<file path="src/tpcr_pkg.sv">
`timescale 1ns / 1ps
`default_nettype none

package tpcr_pkg;

    // Storage sizes
    localparam int VIDEO_BYTES  = 65536;
    localparam int COLOUR_BYTES = 128;
    localparam int VA_W         = $clog2(VIDEO_BYTES);
    // Colour memory is split into an even and an odd half of COLOUR_BYTES/2 bytes
    localparam int CA_W         = $clog2(COLOUR_BYTES / 2);

    // Depth of the queue between front and back
    localparam int QUEUE_DEPTH  = 4;

    // Input word kinds
    localparam logic [1:0] KIND_VRAM   = 2'd0;
    localparam logic [1:0] KIND_CRAM   = 2'd1;
    localparam logic [1:0] KIND_RENDER = 2'd2;

    // Configuration register indexes
    localparam logic [1:0] REG_PLANE_BASE    = 2'd0;
    localparam logic [1:0] REG_WIDTH_CODE    = 2'd1;
    localparam logic [1:0] REG_HEIGHT_CODE   = 2'd2;
    localparam logic [1:0] REG_PRIORITY_PASS = 2'd3;

    // log2 of the plane size in tiles, per width or height code
    localparam logic [2:0] PLANE_SHIFT [4] = '{3'd5, 3'd6, 3'd6, 3'd7};

    typedef enum logic [1:0] {
        OP_VRAM,
        OP_CRAM,
        OP_RENDER
    } t_op;

    // One queued job; for a render, addr already holds the map entry address
    typedef struct packed {
        t_op         op;
        logic [15:0] addr;
        logic [7:0]  wbyte;
        logic [6:0]  col;
        logic [6:0]  row;
    } t_job;

    typedef struct packed {
        logic [15:0] plane_base;
        logic [1:0]  width_code;
        logic [1:0]  height_code;
        logic        priority_pass;
    } t_cfg;

    // True when a tile coordinate lies inside a plane of 2**sh tiles
    function automatic logic cell_fits(input logic [6:0] coord, input logic [2:0] sh);
        return (coord >> sh) == 7'd0;
    endfunction

    // Byte address of a cell's map entry, wrapping at 16 bits
    function automatic logic [15:0] map_addr(input logic [15:0] base,
                                             input logic [2:0]  sh,
                                             input logic [6:0]  col,
                                             input logic [6:0]  row);
        logic [13:0] idx;
        idx = ({7'd0, row} << sh) + {7'd0, col};
        return base + {1'b0, idx, 1'b0};
    endfunction

endpackage

`default_nettype wire

</file>
<file path="src/tpcr_if.sv">
`timescale 1ns / 1ps
`default_nettype none

// Input words: memory writes and render requests
interface tpcr_in_if;
    logic       valid;
    logic       ready;
    logic [1:0] kind;
    logic [15:0] mem_address;
    logic [7:0] write_byte;
    logic [6:0] cell_column;
    logic [6:0] cell_row;

    modport source (output valid, kind, mem_address, write_byte, cell_column, cell_row,
                    input ready);
    modport sink   (input valid, kind, mem_address, write_byte, cell_column, cell_row,
                    output ready);
endinterface


`default_nettype wire

</file>
<file path="src/tpcr_front.sv">
`timescale 1ns / 1ps
`default_nettype none

module tpcr_front (
    input  wire logic           i_clk,
    input  wire logic           i_rst_n,
    tpcr_in_if.sink             i_in,
    input  wire tpcr_pkg::t_cfg i_cfg,
    input  wire logic           i_pop,
    output logic                o_avail,
    output tpcr_pkg::t_job      o_job
);
    import tpcr_pkg::*;

    localparam int QP_W = $clog2(QUEUE_DEPTH);

    t_job              r_queue [QUEUE_DEPTH];
    logic [QP_W-1:0]   r_wr_ptr, n_wr_ptr;
    logic [QP_W-1:0]   r_rd_ptr, n_rd_ptr;
    logic [QP_W:0]     r_count,  n_count;

    logic              accept;
    logic              push;
    logic              render_fits;
    logic [2:0]        w_sh;
    logic [2:0]        h_sh;
    t_job              job;

    assign i_in.ready = (r_count != (QP_W + 1)'(QUEUE_DEPTH));
    assign accept     = i_in.valid && i_in.ready;

    // Classify the word: drop unused kinds and cells outside the plane
    assign w_sh        = PLANE_SHIFT[i_cfg.width_code];
    assign h_sh        = PLANE_SHIFT[i_cfg.height_code];
    assign render_fits = cell_fits(i_in.cell_column, w_sh) && cell_fits(i_in.cell_row, h_sh);

    always_comb begin
        job.wbyte = i_in.write_byte;
        job.col   = i_in.cell_column;
        job.row   = i_in.cell_row;
        job.addr  = i_in.mem_address;
        job.op    = OP_VRAM;
        push      = 1'b0;
        priority if (i_in.kind == KIND_VRAM) begin
            job.op = OP_VRAM;
            push   = accept;
        end else if (i_in.kind == KIND_CRAM) begin
            job.op = OP_CRAM;
            push   = accept;
        end else if (i_in.kind == KIND_RENDER) begin
            job.op   = OP_RENDER;
            job.addr = map_addr(i_cfg.plane_base, w_sh, i_in.cell_column, i_in.cell_row);
            push     = accept && render_fits;
        end else begin
            push = 1'b0;
        end
    end

    // Advance queue pointers and occupancy
    always_comb begin
        n_wr_ptr = push  ? r_wr_ptr + QP_W'(1) : r_wr_ptr;
        n_rd_ptr = i_pop ? r_rd_ptr + QP_W'(1) : r_rd_ptr;
        n_count  = r_count + (QP_W + 1)'(push) - (QP_W + 1)'(i_pop);
    end

    always_ff @(posedge i_clk) begin
        if (push) begin
            r_queue[r_wr_ptr] <= job;
        end
        if (!i_rst_n) begin
            r_wr_ptr <= '0;
            r_rd_ptr <= '0;
            r_count  <= '0;
        end else begin
            r_wr_ptr <= n_wr_ptr;
            r_rd_ptr <= n_rd_ptr;
            r_count  <= n_count;
        end
    end

    assign o_avail = (r_count != '0);
    assign o_job   = r_queue[r_rd_ptr];

endmodule

`default_nettype wire

</file>
<file path="src/flat_wrapper.sv">
// flat-port wrapper written by rule: the top's interface ports become plain ports
module tpcr_front_flat import tpcr_pkg::*;
  (i_clk, i_rst_n, i_cfg, i_pop, o_avail, o_job, i_in_valid, i_in_kind, i_in_mem_address, i_in_write_byte, i_in_cell_column, i_in_cell_row, i_in_ready);
  tpcr_in_if i_in_i ();
  input  wire logic i_clk;
  input  wire logic i_rst_n;
  input  wire tpcr_pkg::t_cfg i_cfg;
  input  wire logic i_pop;
  output logic o_avail;
  output tpcr_pkg::t_job o_job;
  input wire logic [$bits(i_in_i.valid)-1:0] i_in_valid;
  input wire logic [$bits(i_in_i.kind)-1:0] i_in_kind;
  input wire logic [$bits(i_in_i.mem_address)-1:0] i_in_mem_address;
  input wire logic [$bits(i_in_i.write_byte)-1:0] i_in_write_byte;
  input wire logic [$bits(i_in_i.cell_column)-1:0] i_in_cell_column;
  input wire logic [$bits(i_in_i.cell_row)-1:0] i_in_cell_row;
  output wire logic [$bits(i_in_i.ready)-1:0] i_in_ready;
  assign i_in_i.valid = i_in_valid;
  assign i_in_i.kind = i_in_kind;
  assign i_in_i.mem_address = i_in_mem_address;
  assign i_in_i.write_byte = i_in_write_byte;
  assign i_in_i.cell_column = i_in_cell_column;
  assign i_in_i.cell_row = i_in_cell_row;
  assign i_in_ready = i_in_i.ready;
  tpcr_front u_core (.i_clk(i_clk), .i_rst_n(i_rst_n), .i_in(i_in_i), .i_cfg(i_cfg), .i_pop(i_pop), .o_avail(o_avail), .o_job(o_job));
endmodule
</file>
<file path="config.mk">
export PLATFORM = sky130hd
export DESIGN_NAME = tpcr_front_flat
export DESIGN_NICKNAME = d
export VERILOG_FILES = /design/src/tpcr_pkg.sv /design/src/tpcr_if.sv /design/src/tpcr_front.sv /design/src/flat_wrapper.sv
export SDC_FILE = /design/constraint.sdc
export NUM_CORES = 1
export LEC_CHECK = 0
export BUFFER_PORTS_ARGS = -buffer_cell sky130_fd_sc_hd__buf_2
export CORE_UTILIZATION = 35
export CTS_BUF_LIST = sky130_fd_sc_hd__clkbuf_4 sky130_fd_sc_hd__clkbuf_8
export DETAILED_ROUTE_END_ITERATION = 8
export PLACE_DENSITY_LB_ADDON = 0.15
export SLEW_MARGIN = 20
export SYNTH_ARGS = -nofsm -noshare
export SYNTH_HDL_FRONTEND = slang
export SYNTH_SLANG_ARGS = --single-unit
</file>
<file path="constraint.sdc">
create_clock -name i_clk -period 4.65 [get_ports i_clk]
set_input_delay 0.93 -clock i_clk [delete_from_list [all_inputs] [get_ports i_clk]]
set_output_delay 0.93 -clock i_clk [all_outputs]
set_load 0.03 [all_outputs]
</file>
==> run_results.csv <==
group,metric,value,unit
outcome,status,"finished, final reports clean",
finish,final_area,0.00906,mm^2
detailed_routing,first_iter_violations,294,
synthesis,yosysTopAreaCellShare,0.625,
floorplan,die_w,150,um
setup_path,worstSetupStartpointType,"input port",
synthesis,syn_area,0.00769,mm^2
synthesis,avgSynthCellArea,16.2,um^2
cts,clockRootBuffer,"clkbuf_8",
cts,post_cts_buffers,0,
global_routing,grt_usage,0.158,
floorplan,pin_count,107,
job,drv_cap,0,
setup_path,cp.arrival,4550,ps
cts,htree_num_levels,4,
setup_path,ff2ff_setup_slack,2500,ps
synthesis,yosys_register_bits,169,
placement,dp_hpwl,11.4,mm
min_path,hold_path_class,"register to register",
pwr,vdd_drop_max,219,uV
cts,clk_pin_slew,80,ps
global_routing,grt_pass1_wl,25.8,mm
placement,place_area,0.00866,mm^2
setup_path,crit_path_top_delay_cell,"o21ai_0",
synthesis,yosysWarningCount,0,
global_routing,first_global_vias,4732,
synthesis,ys_async_sr_fraction,0,
timing,worst_pin_slew,925,ps
detailed_routing,avgViaCountPerCell,5.01,
finish,final_layout_size_suffix_gt1_frac,0.350,
finish,area_delta_synth_final,17.9,%
timing,fin_worst_skew,11.4,ps
timing,hold_viol,0,
timing,post-route-period-util,0.938,
finish,fin_util,0.426,
synthesis,synth_edf_count,160,
timing,finalSetupTns,0,ps
floorplan,initial_core_util,0.361,
synthesis,yosysUniqueCellTypes,51,
placement,gp_congestion,0.817,
synthesis,yosysSeqAreaShare,0.649,
timing,setup_viol,0,
global_routing,grt_max_degree,41,
detailed_routing,drc,0,
floorplan,coreArea,0.0213,mm^2
cts,clockBufferDepth,2,
synthesis,ys.flop_type,"edfxtp_1",
global_routing,antenna_found_initial,3,
synthesis,syn-num-nets,571,
synthesis,syn_inst,474,
setup_path,crit_chain,"buf_2 -> inv_1 -> ha_1 -> mux2_2 -> nand2_1 -> inv_1 -> ha_1 -> nand2_1 -> o21ai_1 -> and2b_1 -> nand2_1 -> xnor2_1 -> a21oi_1 -> ha_1 -> a21o_1 -> a21o_1 -> a21oi_1 -> o211ai_1 -> xnor2_1 -> o21ai_0",
setup_path,worstSetupEndpointType,"register",
pwr,p_leak,0.00329,uW
detailed_routing,finalWirelength,16.9,mm
synthesis,synth_top_area_cell,"edfxtp_1",
setup_path,worstSetupPathType,"input port to register",
detailed_routing,ant_nets,0,
timing,slew_headroom,0.383,
setup_path,max_stage_delay,390,ps
cts,cts_buffers,17,
floorplan,die_h,150,um
cts,holdBufCountCts,0,
global_routing,grt_remaining_overflow,0,
cts,cts_tree,"done",
timing,rsz0062_at_grt,"no",
synthesis,synth_area_leaders,"edfxtp_1 (63%), mux4_2 (12%), ha_1 (4.7%)",
floorplan,die_area,0.0226,mm^2
detailed_routing,wl_per_cell,18.9,um
timing,fmax,229,MHz
detailed_routing,first_pass_iters,6,
timing,fin_hold_ws,514,ps
cts,cts_resized,0,
timing,drv_slew,0,
setup_path,required,4830,ps
floorplan,row_count,53,
setup_path,crit_fanout,4,
finish,finalNetCount,702,
timing,period_needed,4360,ps
pwr,power-per-cell-area,396,mW/mm^2
placement,io_buffers,105,
cts,clkLatencyLatePin,440,ps
cts,cts.sinks,169,
detailed_routing,dr_total_vias,4480,
==> logic make-up after synthesis <==
| logic type | after synthesis | share of synthesized area |
|---|---|---|
| AO/OA/AOI/OAI | 69 | 0.0607 |
| XOR/XNOR | 19 | 0.0217 |
| AND/OR/NAND/NOR | 95 | 0.0619 |
| buffers and inverters | 39 | 0.0199 |
| flip-flops | 169 | 0.649 |
| multiplexers | 51 | 0.132 |
| adder cells (fa/ha/maj) | 32 | 0.0550 |
==> synth_stat cells, drive strengths merged (2+ instances only) <==
library cell  instances
a211oi                2
a21boi                2
a21o                  9
a21oi                16
and2                 11
and3                  3
buf                   5
clkbuf               11
dfxtp                 9
edfxtp              160
fa                    3
ha                   29
inv                  22
mux2                  5
mux2i                 6
mux4                 40
nand2                33
nand2b                6
nand3                12
nand4                 2
nand4b                2
nor2                 12
nor2b                 4
nor3                  2
nor3b                 2
o2111ai               2
o211ai                4
o21a                  3
o21ai                19
o21bai                2
or3                   3
xnor2                14
xor2                  5
==> worst paths after layout <==
kind / to / depth (start not counted) / start
max reg2reg: u_core.r_queue[0][13]$_DFFE_PP_ / 6 / u_core.r_count[1]$_SDFF_PN0_
min: u_core.r_wr_ptr[1]$_SDFFE_PN0P_ / 2 / u_core.r_wr_ptr[1]$_SDFFE_PN0P_
min reg2reg: u_core.r_wr_ptr[1]$_SDFFE_PN0P_ / 2 / u_core.r_wr_ptr[1]$_SDFFE_PN0P_
max: u_core.r_queue[3][37]$_DFFE_PP_ / 20 / i_cfg[4]
==> critical path: cells and delay by family <==
kind            cells  cell delay (ps)
compound gates      7             1440
xor+xnor            2              290
fa+ha+maj           3              850
buf+inv             3              200
mux                 1              330
simple gates        4              510
==> cells in the final DEF, fill, tap and decap left out, types with 3 or more instances in the layout <==
cell type / n
a21o_1: 8
a21oi_1: 14
and2_1: 7
and2_2: 4
and3_1: 3
buf_2: 105
buf_4: 22
clkbuf_8: 17
clkinv_1: 3
clkinvlp_4: 5
dfxtp_1: 7
edfxtp_1: 160
fa_1: 3
ha_1: 29
inv_1: 22
inv_6: 3
mux2_2: 5
mux2i_1: 6
mux4_2: 40
nand2_1: 33
nand2b_1: 6
nand3_1: 12
nor2_1: 12
nor2b_1: 4
o211ai_1: 4
o21a_1: 3
o21ai_0: 15
o21ai_1: 3
or3_1: 3
xnor2_1: 14
xor2_1: 5
==> registers in the layout, indices dropped and copies added (netlist names), named ones only <==
register,count
u_core.r_count,3
u_core.r_rd_ptr,2
u_core.r_queue,160
u_core.r_wr_ptr,2
==> through the flow <==
step | setup WS, ps | total power [uW] | cells
floorplan | 72.1 | 2400 | 474
global placement | -13.8 | 2640 | 860
detailed placement | -129 | 2660 | 860
CTS | 361 | 3620 | 891
global route | 77.8 | 3750 | 892
finish | 287 | 3580 | 894
==> report_power, final <==
group	internal [uW]	switching, uW	leakage (uW)
registers	1780	55.8	0.00153
logic	318	463	0.00159
clock network	431	539	0.000169
==> routing by layer <==
| layer | wire length [um] | share of wire | vias up | global-route usage |
|---|---|---|---|---|
| li1 | - | - | 2108 | - |
| met4 | 134 | 0.0079 | 2 | 0.0379 |
| met1 | 7830 | 0.46 | 2264 | 0.204 |
| met2 | 8120 | 0.48 | 95 | 0.262 |
| met3 | 816 | 0.048 | 11 | 0.0464 |
| met5 | 13 | 0.00077 | - | 0 |
==> final cells by class <==
cell class                 count  area (um^2)
multi-input combinational    266         2550
fill                        1963        12200
antenna                        2         5.00
inverter                      23         86.3
clock inverter                13          121
sequential                   169         4990
timing repair buffer         128          718
clock buffer                  18          241
tap                          275          344
Note: power is estimated with default switching activity, not from simulation.
